### src/design/bmp_pkg.sv
`default_nettype none
// ----------------------------------------------------------------------------
// bmp_pkg
// Shared types and constants for the binomial coefficient modulo prime block:
// controller states, multiplier operand selects and the command/status bundles.
// ----------------------------------------------------------------------------
package bmp_pkg;

    // Reset value of the modulus register (a prime that fits in 31 bits).
    localparam logic [30:0] C_MODULUS_RESET = 31'd1000000007;

    typedef enum logic [3:0] {
        S_IDLE,
        S_CHECK,
        S_FACT_GO,
        S_FACT_WAIT,
        S_FACT_END,
        S_POW_INIT,
        S_POW_CHK,
        S_SQR_GO,
        S_SQR_WAIT,
        S_MULB_GO,
        S_MULB_WAIT,
        S_RES_GO,
        S_RES_WAIT,
        S_DONE
    } t_state;

    // Operand pair fed to the shared modular multiplier.
    typedef enum logic [1:0] {
        MS_FACT,   // running factorial times k
        MS_SQR,    // accumulator squared
        MS_BASE,   // base times accumulator
        MS_RES     // partial result times accumulator
    } t_mul_sel;

    typedef struct packed {
        logic     load;
        logic     res_zero;
        logic     fact_init;
        logic     mul_start;
        t_mul_sel mul_sel;
        logic     fact_upd;
        logic     res_from_fact;
        logic     pow_init;
        logic     pow_sel_r;
        logic     acc_upd;
        logic     bit_dec;
        logic     res_upd;
    } t_cmd;

    typedef struct packed {
        logic invalid;
        logic n_zero;
        logic k_last;
        logic base_zero;
        logic exp_bit;
        logic bit_last;
        logic mul_done;
    } t_status;

endpackage
`default_nettype wire

### src/design/bmp_modmul.sv
`default_nettype none
// ----------------------------------------------------------------------------
// bmp_modmul
// Bit-serial interleaved modular multiplier: a * b mod p, one bit of b per
// cycle, most significant bit first. Operand a must be below p.
// ----------------------------------------------------------------------------
module bmp_modmul #(
    parameter int MOD_BITS = 31,
    parameter int B_BITS   = 31
) (
    input  wire logic                         i_clk,
    input  wire logic                         i_rst_n,
    input  wire logic                         i_start,
    input  wire logic [MOD_BITS-1:0]          i_a,
    input  wire logic [B_BITS-1:0]            i_b,
    input  wire logic [$clog2(B_BITS+1)-1:0]  i_nbits,
    input  wire logic [MOD_BITS-1:0]          i_modulus,
    output logic                              o_done,
    output logic [MOD_BITS-1:0]               o_product
);

    localparam int CNT_W = $clog2(B_BITS + 1);

    logic                r_run;
    logic                r_done;
    logic [CNT_W-1:0]    r_cnt;
    logic [MOD_BITS-1:0] r_a;
    logic [B_BITS-1:0]   r_b;
    logic [MOD_BITS-1:0] r_acc;
    logic [MOD_BITS-1:0] n_acc;

    logic [MOD_BITS+1:0] w_sum;
    logic [MOD_BITS+1:0] w_p1;
    logic [MOD_BITS+1:0] w_p2;

    // The sum 2*acc + a stays below 3p, so at most two subtractions of p.
    always_comb begin
        w_p1  = {2'b00, i_modulus};
        w_p2  = {1'b0, i_modulus, 1'b0};
        w_sum = {1'b0, r_acc, 1'b0} + (r_b[B_BITS-1] ? {2'b00, r_a} : '0);
        priority if (w_sum >= w_p2) begin
            n_acc = MOD_BITS'(w_sum - w_p2);
        end else if (w_sum >= w_p1) begin
            n_acc = MOD_BITS'(w_sum - w_p1);
        end else begin
            n_acc = MOD_BITS'(w_sum);
        end
    end

    always_ff @(posedge i_clk) begin
        if (!i_rst_n) begin
            r_run  <= 1'b0;
            r_done <= 1'b0;
            r_cnt  <= '0;
        end else begin
            r_done <= 1'b0;
            if (i_start) begin
                r_run <= 1'b1;
                r_cnt <= i_nbits;
            end else if (r_run) begin
                r_cnt <= r_cnt - CNT_W'(1);
                if (r_cnt == CNT_W'(1)) begin
                    r_run  <= 1'b0;
                    r_done <= 1'b1;
                end
            end
        end
    end

    always_ff @(posedge i_clk) begin
        if (i_start) begin
            r_a   <= i_a;
            r_b   <= i_b;
            r_acc <= '0;
        end else if (r_run) begin
            r_acc <= n_acc;
            r_b   <= r_b << 1;
        end
    end

    assign o_done    = r_done;
    assign o_product = r_acc;

endmodule
`default_nettype wire

### src/design/bmp_dpath.sv
`default_nettype none
// ----------------------------------------------------------------------------
// bmp_dpath
// Datapath: operand registers, running factorial with its two captures,
// Fermat exponentiation accumulator, partial result and the shared multiplier.
// ----------------------------------------------------------------------------
module bmp_dpath #(
    parameter int ARG_BITS = 20,
    parameter int MOD_BITS = 31
) (
    input  wire logic                i_clk,
    input  wire logic                i_rst_n,
    input  wire bmp_pkg::t_cmd       i_cmd,
    input  wire logic [ARG_BITS-1:0] i_n_value,
    input  wire logic [ARG_BITS-1:0] i_r_value,
    input  wire logic [MOD_BITS-1:0] i_modulus,
    output bmp_pkg::t_status         o_status,
    output logic [MOD_BITS-1:0]      o_result
);

    localparam int B_BITS = (ARG_BITS > MOD_BITS) ? ARG_BITS : MOD_BITS;
    localparam int CNT_W  = $clog2(B_BITS + 1);
    localparam int BIT_W  = $clog2(MOD_BITS);

    logic [ARG_BITS-1:0] r_n;
    logic [ARG_BITS-1:0] r_r;
    logic [ARG_BITS-1:0] r_nr;
    logic [ARG_BITS-1:0] r_k;
    logic [MOD_BITS-1:0] r_exp;
    logic [MOD_BITS-1:0] r_fact;
    logic [MOD_BITS-1:0] r_fact_r;
    logic [MOD_BITS-1:0] r_fact_nr;
    logic [MOD_BITS-1:0] r_base;
    logic [MOD_BITS-1:0] r_acc;
    logic [MOD_BITS-1:0] r_res;
    logic [BIT_W-1:0]    r_bit;

    logic [MOD_BITS-1:0] w_mul_a;
    logic [B_BITS-1:0]   w_mul_b;
    logic [CNT_W-1:0]    w_mul_nbits;
    logic                w_mul_done;
    logic [MOD_BITS-1:0] w_mul_prod;
    logic [B_BITS-1:0]   w_acc_b;

    // Multiplier operands are left-aligned so the scan starts at the top bit.
    assign w_acc_b = B_BITS'(r_acc) << (B_BITS - MOD_BITS);

    always_comb begin
        unique case (i_cmd.mul_sel)
            bmp_pkg::MS_FACT: begin
                w_mul_a     = r_fact;
                w_mul_b     = B_BITS'(r_k) << (B_BITS - ARG_BITS);
                w_mul_nbits = CNT_W'(ARG_BITS);
            end
            bmp_pkg::MS_SQR: begin
                w_mul_a     = r_acc;
                w_mul_b     = w_acc_b;
                w_mul_nbits = CNT_W'(MOD_BITS);
            end
            bmp_pkg::MS_BASE: begin
                w_mul_a     = r_base;
                w_mul_b     = w_acc_b;
                w_mul_nbits = CNT_W'(MOD_BITS);
            end
            default: begin
                w_mul_a     = r_res;
                w_mul_b     = w_acc_b;
                w_mul_nbits = CNT_W'(MOD_BITS);
            end
        endcase
    end

    bmp_modmul #(
        .MOD_BITS (MOD_BITS),
        .B_BITS   (B_BITS)
    ) u_modmul (
        .i_clk     (i_clk),
        .i_rst_n   (i_rst_n),
        .i_start   (i_cmd.mul_start),
        .i_a       (w_mul_a),
        .i_b       (w_mul_b),
        .i_nbits   (w_mul_nbits),
        .i_modulus (i_modulus),
        .o_done    (w_mul_done),
        .o_product (w_mul_prod)
    );

    always_ff @(posedge i_clk) begin
        if (i_cmd.load) begin
            r_n   <= i_n_value;
            r_r   <= i_r_value;
            r_nr  <= i_n_value - i_r_value;
            r_exp <= i_modulus - MOD_BITS'(2);
        end
        if (i_cmd.fact_init) begin
            r_k       <= ARG_BITS'(1);
            r_fact    <= MOD_BITS'(1);
            r_fact_r  <= MOD_BITS'(1);
            r_fact_nr <= MOD_BITS'(1);
        end else if (i_cmd.fact_upd) begin
            r_k    <= r_k + ARG_BITS'(1);
            r_fact <= w_mul_prod;
            if (r_k == r_r) begin
                r_fact_r <= w_mul_prod;
            end
            if (r_k == r_nr) begin
                r_fact_nr <= w_mul_prod;
            end
        end
        if (i_cmd.pow_init) begin
            r_base <= i_cmd.pow_sel_r ? r_fact_r : r_fact_nr;
            r_acc  <= MOD_BITS'(1);
            r_bit  <= BIT_W'(MOD_BITS - 1);
        end else begin
            if (i_cmd.acc_upd) begin
                r_acc <= w_mul_prod;
            end
            if (i_cmd.bit_dec) begin
                r_bit <= r_bit - BIT_W'(1);
            end
        end
        if (i_cmd.res_zero) begin
            r_res <= '0;
        end else if (i_cmd.res_from_fact) begin
            r_res <= r_fact;
        end else if (i_cmd.res_upd) begin
            r_res <= w_mul_prod;
        end
    end

    // A modulus below two, r above n, or n at or above p all give zero.
    always_comb begin
        o_status.invalid   = (i_modulus < MOD_BITS'(2)) || (r_r > r_n)
                             || (B_BITS'(r_n) >= B_BITS'(i_modulus));
        o_status.n_zero    = (r_n == '0);
        o_status.k_last    = (r_k == r_n);
        o_status.base_zero = (r_base == '0);
        o_status.exp_bit   = r_exp[r_bit];
        o_status.bit_last  = (r_bit == '0);
        o_status.mul_done  = w_mul_done;
    end

    assign o_result = r_res;

endmodule
`default_nettype wire

### src/design/bmp_ctrl.sv
`default_nettype none
// ----------------------------------------------------------------------------
// bmp_ctrl
// Controller: sequences the factorial pass, two Fermat inversions and the
// final products, and issues the result strobe.
// ----------------------------------------------------------------------------
module bmp_ctrl (
    input  wire logic             i_clk,
    input  wire logic             i_rst_n,
    input  wire logic             i_start,
    input  wire bmp_pkg::t_status i_status,
    output bmp_pkg::t_cmd         o_cmd,
    output logic                  o_busy,
    output logic                  o_result_valid
);

    bmp_pkg::t_state r_state;
    bmp_pkg::t_state n_state;
    logic            r_phase;
    logic            n_phase;

    always_ff @(posedge i_clk) begin
        if (!i_rst_n) begin
            r_state <= bmp_pkg::S_IDLE;
            r_phase <= 1'b0;
        end else begin
            r_state <= n_state;
            r_phase <= n_phase;
        end
    end

    // Next state. The phase bit tells which captured factorial is inverted.
    always_comb begin
        n_state = r_state;
        n_phase = r_phase;
        unique case (r_state)
            bmp_pkg::S_IDLE: begin
                if (i_start) begin
                    n_state = bmp_pkg::S_CHECK;
                end
            end
            bmp_pkg::S_CHECK: begin
                if (i_status.invalid) begin
                    n_state = bmp_pkg::S_DONE;
                end else if (i_status.n_zero) begin
                    n_state = bmp_pkg::S_FACT_END;
                end else begin
                    n_state = bmp_pkg::S_FACT_GO;
                end
            end
            bmp_pkg::S_FACT_GO: n_state = bmp_pkg::S_FACT_WAIT;
            bmp_pkg::S_FACT_WAIT: begin
                if (i_status.mul_done) begin
                    n_state = i_status.k_last ? bmp_pkg::S_FACT_END : bmp_pkg::S_FACT_GO;
                end
            end
            bmp_pkg::S_FACT_END: begin
                n_phase = 1'b0;
                n_state = bmp_pkg::S_POW_INIT;
            end
            bmp_pkg::S_POW_INIT: n_state = bmp_pkg::S_POW_CHK;
            bmp_pkg::S_POW_CHK: begin
                n_state = i_status.base_zero ? bmp_pkg::S_DONE : bmp_pkg::S_SQR_GO;
            end
            bmp_pkg::S_SQR_GO: n_state = bmp_pkg::S_SQR_WAIT;
            bmp_pkg::S_SQR_WAIT: begin
                if (i_status.mul_done) begin
                    priority if (i_status.exp_bit) begin
                        n_state = bmp_pkg::S_MULB_GO;
                    end else if (i_status.bit_last) begin
                        n_state = bmp_pkg::S_RES_GO;
                    end else begin
                        n_state = bmp_pkg::S_SQR_GO;
                    end
                end
            end
            bmp_pkg::S_MULB_GO: n_state = bmp_pkg::S_MULB_WAIT;
            bmp_pkg::S_MULB_WAIT: begin
                if (i_status.mul_done) begin
                    n_state = i_status.bit_last ? bmp_pkg::S_RES_GO : bmp_pkg::S_SQR_GO;
                end
            end
            bmp_pkg::S_RES_GO: n_state = bmp_pkg::S_RES_WAIT;
            bmp_pkg::S_RES_WAIT: begin
                if (i_status.mul_done) begin
                    if (r_phase) begin
                        n_state = bmp_pkg::S_DONE;
                    end else begin
                        n_phase = 1'b1;
                        n_state = bmp_pkg::S_POW_INIT;
                    end
                end
            end
            bmp_pkg::S_DONE: n_state = bmp_pkg::S_IDLE;
            default: n_state = bmp_pkg::S_IDLE;
        endcase
    end

    // Commands to the datapath.
    always_comb begin
        o_cmd          = '0;
        o_busy         = (r_state != bmp_pkg::S_IDLE);
        o_result_valid = 1'b0;
        unique case (r_state)
            bmp_pkg::S_IDLE: o_cmd.load = i_start;
            bmp_pkg::S_CHECK: begin
                o_cmd.res_zero  = i_status.invalid;
                o_cmd.fact_init = 1'b1;
            end
            bmp_pkg::S_FACT_GO: begin
                o_cmd.mul_start = 1'b1;
                o_cmd.mul_sel   = bmp_pkg::MS_FACT;
            end
            bmp_pkg::S_FACT_WAIT: o_cmd.fact_upd = i_status.mul_done;
            bmp_pkg::S_FACT_END: o_cmd.res_from_fact = 1'b1;
            bmp_pkg::S_POW_INIT: begin
                o_cmd.pow_init  = 1'b1;
                o_cmd.pow_sel_r = r_phase;
            end
            bmp_pkg::S_POW_CHK: o_cmd.res_zero = i_status.base_zero;
            bmp_pkg::S_SQR_GO: begin
                o_cmd.mul_start = 1'b1;
                o_cmd.mul_sel   = bmp_pkg::MS_SQR;
            end
            bmp_pkg::S_SQR_WAIT: begin
                o_cmd.acc_upd = i_status.mul_done;
                o_cmd.bit_dec = i_status.mul_done && !i_status.exp_bit
                                && !i_status.bit_last;
            end
            bmp_pkg::S_MULB_GO: begin
                o_cmd.mul_start = 1'b1;
                o_cmd.mul_sel   = bmp_pkg::MS_BASE;
            end
            bmp_pkg::S_MULB_WAIT: begin
                o_cmd.acc_upd = i_status.mul_done;
                o_cmd.bit_dec = i_status.mul_done && !i_status.bit_last;
            end
            bmp_pkg::S_RES_GO: begin
                o_cmd.mul_start = 1'b1;
                o_cmd.mul_sel   = bmp_pkg::MS_RES;
            end
            bmp_pkg::S_RES_WAIT: o_cmd.res_upd = i_status.mul_done;
            bmp_pkg::S_DONE: o_result_valid = 1'b1;
            default: o_cmd = '0;
        endcase
    end

endmodule
`default_nettype wire

### src/design/binomial_mod_prime_top.sv
`default_nettype none
// When the answer is zero up front (r above n, n at or above p, p below 2), the controller goes
// from the check straight to the result strobe. Otherwise the run time grows with n and with the
// number of set bits in p-2, and is set by the bit-serial modular multiplier, one operand bit
// per cycle and shared by every product. One item at a time: start is taken again in the
// cycle after the result strobe. The receiver cannot stall.
// Synchronous active-low reset returns the controller to idle and the modulus to 1000000007.
// ----------------------------------------------------------------------------
// binomial_mod_prime_top
// Computes C(n, r) mod p by a factorial pass and two Fermat inversions, with p
// held in a configuration register.
// ----------------------------------------------------------------------------
module binomial_mod_prime_top #(
    parameter int ARG_BITS = 20,
    parameter int MOD_BITS = 31
) (
    input  wire logic                i_clk,
    input  wire logic                i_rst_n,
    input  wire logic                start,
    output logic                     busy,
    input  wire logic [ARG_BITS-1:0] i_n_value,
    input  wire logic [ARG_BITS-1:0] i_r_value,
    output logic                     o_result_valid,
    output logic [MOD_BITS-1:0]      o_binomial,
    input  wire logic                i_cfg_valid,
    output logic                     o_cfg_ready,
    input  wire logic [MOD_BITS-1:0] i_cfg_data
);

    logic [MOD_BITS-1:0] r_modulus;
    bmp_pkg::t_cmd       w_cmd;
    bmp_pkg::t_status    w_status;
    logic                w_start;

    // A modulus transfer waits while start is high or an item is in flight, so every item
    // sees one modulus from start to end.
    assign o_cfg_ready = !busy && !start;
    assign w_start     = start && !busy;

    always_ff @(posedge i_clk) begin
        if (!i_rst_n) begin
            r_modulus <= bmp_pkg::C_MODULUS_RESET[MOD_BITS-1:0];
        end else if (i_cfg_valid && o_cfg_ready) begin
            r_modulus <= i_cfg_data;
        end
    end

    bmp_ctrl u_ctrl (
        .i_clk          (i_clk),
        .i_rst_n        (i_rst_n),
        .i_start        (w_start),
        .i_status       (w_status),
        .o_cmd          (w_cmd),
        .o_busy         (busy),
        .o_result_valid (o_result_valid)
    );

    bmp_dpath #(
        .ARG_BITS (ARG_BITS),
        .MOD_BITS (MOD_BITS)
    ) u_dpath (
        .i_clk     (i_clk),
        .i_rst_n   (i_rst_n),
        .i_cmd     (w_cmd),
        .i_n_value (i_n_value),
        .i_r_value (i_r_value),
        .i_modulus (r_modulus),
        .o_status  (w_status),
        .o_result  (o_binomial)
    );

`ifndef SYNTHESIS
    // A result is only ever shown while an item is in flight.
    a_valid_busy: assert property (@(posedge i_clk) disable iff (!i_rst_n)
        o_result_valid |-> busy)
        else $error("result strobe while idle");

    // An accepted item makes the block busy on the next cycle.
    a_start_busy: assert property (@(posedge i_clk) disable iff (!i_rst_n)
        (start && !busy) |=> busy)
        else $error("accepted item did not start work");

    // Every result is fully reduced modulo a usable modulus.
    a_reduced: assert property (@(posedge i_clk) disable iff (!i_rst_n)
        (o_result_valid && (r_modulus >= MOD_BITS'(2))) |-> (o_binomial < r_modulus))
        else $error("result not reduced modulo p");
`endif

endmodule
`default_nettype wire

### config.mk
export PLATFORM = sky130hd
export DESIGN_NAME = binomial_mod_prime_top
export DESIGN_NICKNAME = d
export VERILOG_FILES = /design/src/design/bmp_pkg.sv /design/src/design/bmp_modmul.sv /design/src/design/bmp_dpath.sv /design/src/design/bmp_ctrl.sv /design/src/design/binomial_mod_prime_top.sv
export SDC_FILE = /design/constraint.sdc
export NUM_CORES = 1
export LEC_CHECK = 0
export BUFFER_PORTS_ARGS = -buffer_cell sky130_fd_sc_hd__clkbuf_2
export CAP_MARGIN = 20
export CORE_ASPECT_RATIO = 1.2
export CORE_MARGIN = 2
export CORE_UTILIZATION = 55
export CTS_CLUSTER_SIZE = 25
export DETAILED_ROUTE_END_ITERATION = 10
export PLACE_DENSITY = 0.83
export SYNTH_ARGS = -nofsm -noshare
export SYNTH_HDL_FRONTEND = slang
export SYNTH_HIERARCHICAL = 1
export SYNTH_SLANG_ARGS = --single-unit
### constraint.sdc
create_clock -name i_clk -period 5.51 [get_ports i_clk]
set_input_delay 0.8265 -clock i_clk [delete_from_list [all_inputs] [get_ports i_clk]]
set_output_delay 0.8265 -clock i_clk [all_outputs]
set_load 0.01 [all_outputs]
==> impl_metrics.ini <==
[place]
place_congestion = 1.02
pre_cts_slack_ns = -0.269
dp_hpwl_um = 58000
port_buffers = 108

[power]
seq_power_share_pct = 25.2
powerDensity_nw_per_um2 = 640
comb_power_share_pct = 59.8
finalPower_mw = 19.1
power.switching_mw = 8.52
internal-power_mw = 10.6
p_clk_share_pct = 15.0
ir_worst_vdd_mv = 0.352
p_leak_nw = 12.6
power.share.switching_pct = 44.5

[worst_hold_path]
hold_path_class = in -> reg
hp-start = i_r_value[17]

[clock_network]
numClockSinks = 438
clkTransAtPathRegs_ns = 0.07
insertion_delay_ns = 0.58
cts_max_path_buffers = 3
clock-root-buffer = clkbuf_16
cts_buffers = 41
h-tree-depth = 2
cts_hold_buffers = 0
cts_tree = yes

[cells_and_area]
drive_above_1_share_pct = 18.3
fin_nets = 3044
diodes = 0
area_growth_pct = 13.3
fin_util_pct = 63.3

[route]
vias = 21800
drt_first_pass_iters = 5
viasPerCell = 6.29
routed_wirelength_um = 78800
postRouteAntennaNets = 0
drcViolationCount = 0
drtIter0Drc = 2005
wl_per_cell_um = 22.7

[status]
run_status = finished clean

[yosys]
synth_edf_count = 184
synth.ff_latch_count = 438
yosys_most_used_dff = dfxtp_1
synth.avg_cell_area_um2 = 9.93
syn_inst = 2659
seq_area_frac_synth_pct = 40.2
async_reset_ff_share_pct = 0
yosysWarnings = 6
syn_area_um2 = 26400
netlist-cell-type-count = 100

[grt]
grt_usage_pct = 31.0
antenna_found_initial = 0
grt_max_degree = 81
grt_first_pass_wirelength_um = 120000
grt-ovfl-total = 0
grt_pass1_vias = 21400

[critical_path]
critPathCaptureType = flip-flop
worstSetupStartpoint = u_dpath/u_modmul/r_b[30]
cp.arrival_ns = 5.84
reg2reg_from = u_dpath/u_modmul/r_b[30]
cp.required_ns = 5.97
crit_fanout = 8
critPathKind = reg -> reg
start_kind = flip-flop

[timing]
fin_crit_ns = 5.38
setup_viol = 0
hold_viol_final = 0
worst_slew_pin_slew_ns = 1.06
holdWs_ns = 0.457
setup_ws_ns = 0.126
relSlewSlack_pct = 29.5
period_share_pct = 97.7
drv_slew = 0
finalClockSkew_ns = 0.0282
fmax_mhz = 186

[floorplanning]
dieArea_um2 = 49800
initial_core_util_pct = 55.9
core_area_um2 = 47200
die_w_um = 204
die_y_um = 244
io_pins = 109
rows = 87

[job]
drv_cap = 0
==> timing repair <==
| item | CTS | global route |
|---|---|---|
| buffers inserted | 2 | 8 |
| endpoints found under the setup margin | 30 | 31 |
| pin swaps | 1 | 19 |
| cloned | 0 | 1 |
| resized for setup | 7 | 49 |
==> logic make-up after synthesis <==
kind of cell    after synthesis  synth area share (%)
fa+ha+maj                   160                  7.70
flops                       438                  40.2
mux                         303                  13.8
buf+inv                     287                  4.44
compound gates              501                  12.7
other cells                   1                0.0142
simple gates                767                  14.5
xor+xnor                    202                  6.70
==> worst max-delay path, stage by stage (launching register included) <==
cell	delay [ns]
edfxtp_1	0.52
and2_1	0.20
ha_1	0.31
a21oi_2	0.19
buf_4	0.13
o21ai_0	0.17
a21o_1	0.23
a21oi_1	0.23
o21bai_1	0.09
a21oi_1	0.23
xnor2_2	0.19
ha_1	0.31
buf_4	0.15
nand3_1	0.15
nor2_1	0.15
a221oi_1	0.60
o31a_1	0.31
o21ai_0	0.16
buf_4	0.17
nor3_1	0.20
or3_1	0.17
a31oi_1	0.07
o311a_1	0.32
==> placed cells by master, fill, tap and decap left out, drive strengths merged, types with 21 or more instances in the layout <==
| cell | netlist | routed |
|---|---|---|
| nand3 | 43 | 43 |
| clkbuf | 84 | 167 |
| xnor2 | 127 | 127 |
| edfxtp | 184 | 184 |
| nor4 | 32 | 32 |
| xor2 | 75 | 75 |
| nor3 | 31 | 31 |
| nor2 | 314 | 314 |
| mux2 | 82 | 82 |
| nand2b | 22 | 22 |
| o21a | 21 | 21 |
| nor2b | 34 | 34 |
| and2 | 44 | 44 |
| a211oi | 27 | 27 |
| a21o | 55 | 55 |
| inv | 149 | 150 |
| dfxtp | 254 | 254 |
| a21oi | 160 | 160 |
| buf | 54 | 135 |
| mux2i | 181 | 181 |
| nand2 | 132 | 132 |
| nand4 | 34 | 34 |
| o211ai | 26 | 26 |
| mux4 | 40 | 40 |
| o21ai | 79 | 79 |
| ha | 156 | 156 |
==> registers in the layout, summed over array words and instances, names as in the netlist, 31 cells and up <==
signal                      count
u_dpath/r_exp                  31
r_modulus                      31
u_dpath/u_modmul/o_product     31
u_dpath/r_fact_nr              31
u_dpath/r_fact                 31
u_dpath/r_acc                  31
u_dpath/u_modmul/r_b           31
u_dpath/r_fact_r               31
u_dpath/u_modmul/r_a           31
u_dpath/r_base                 31
u_dpath/o_result               31
==> power by group through the flow <==
stage                     Clock, mW  Sequential [mW]  Combinational [mW]
after floorplan                   0             4.61                7.40
after global placement            0             4.82                10.4
after detailed placement          0             4.84                10.5
after CTS                      2.91             4.78                10.7
after global routing           3.02             4.86                12.3
final                          2.88             4.82                11.4
==> worst paths after layout <==
kind	slack (ns)	to	depth (start not counted)
worst min register to register	0.47	u_dpath/r_fact_r[0]	1
worst max-delay path	0.13	u_dpath/u_modmul/o_product[28]	22
worst max register to register	0.13	u_dpath/u_modmul/o_product[28]	22
worst min-delay path	0.46	u_dpath/r_r[17]	1
==> routing by layer <==
layer	global-route usage, %	up-vias	share of wire (%)
met5	0	-	0
met4	18.4	0	6.6
met3	3.46	242	6.8
met2	52.0	1021	48
met1	38.4	10600	39
li1	-	9887	-
==> area by class of cell <==
type | count | area, um^2
fillers | 3733 | 17300
multi-input cells | 1935 | 15000
flip-flops and latches | 438 | 10600
repair buffers | 244 | 1640
clock buffers | 58 | 1140
well taps | 623 | 779
inverters | 149 | 564
clock inverters | 18 | 223
==> synth_stat cells, types with 33 or more instances <==
master	instances	area, um^2
a21o_1	55	413
a21oi_1	157	786
and2_1	44	275
clkbuf_1	84	315
dfxtp_1	254	5080
edfxtp_1	184	5530
ha_1	156	1950
inv_1	147	552
mux2_2	82	923
mux2i_1	181	1810
mux4_2	40	901
nand2_1	131	492
nand3_1	43	215
nand4_1	33	206
nor2_1	312	1170
nor2b_1	34	213
o21ai_0	70	350
xnor2_1	127	1110
xor2_1	75	657
==> stage by stage <==
stage	instance area (um^2)	cells	TNS, ns
after detailed placement	28200	3377	-4.58
after global routing	29900	3465	-2.33
final	29900	3465	0
after CTS	29600	3455	0
after global placement	28200	3377	-1.43
after floorplan	26400	2660	0
(Power assumes the default switching activity.)
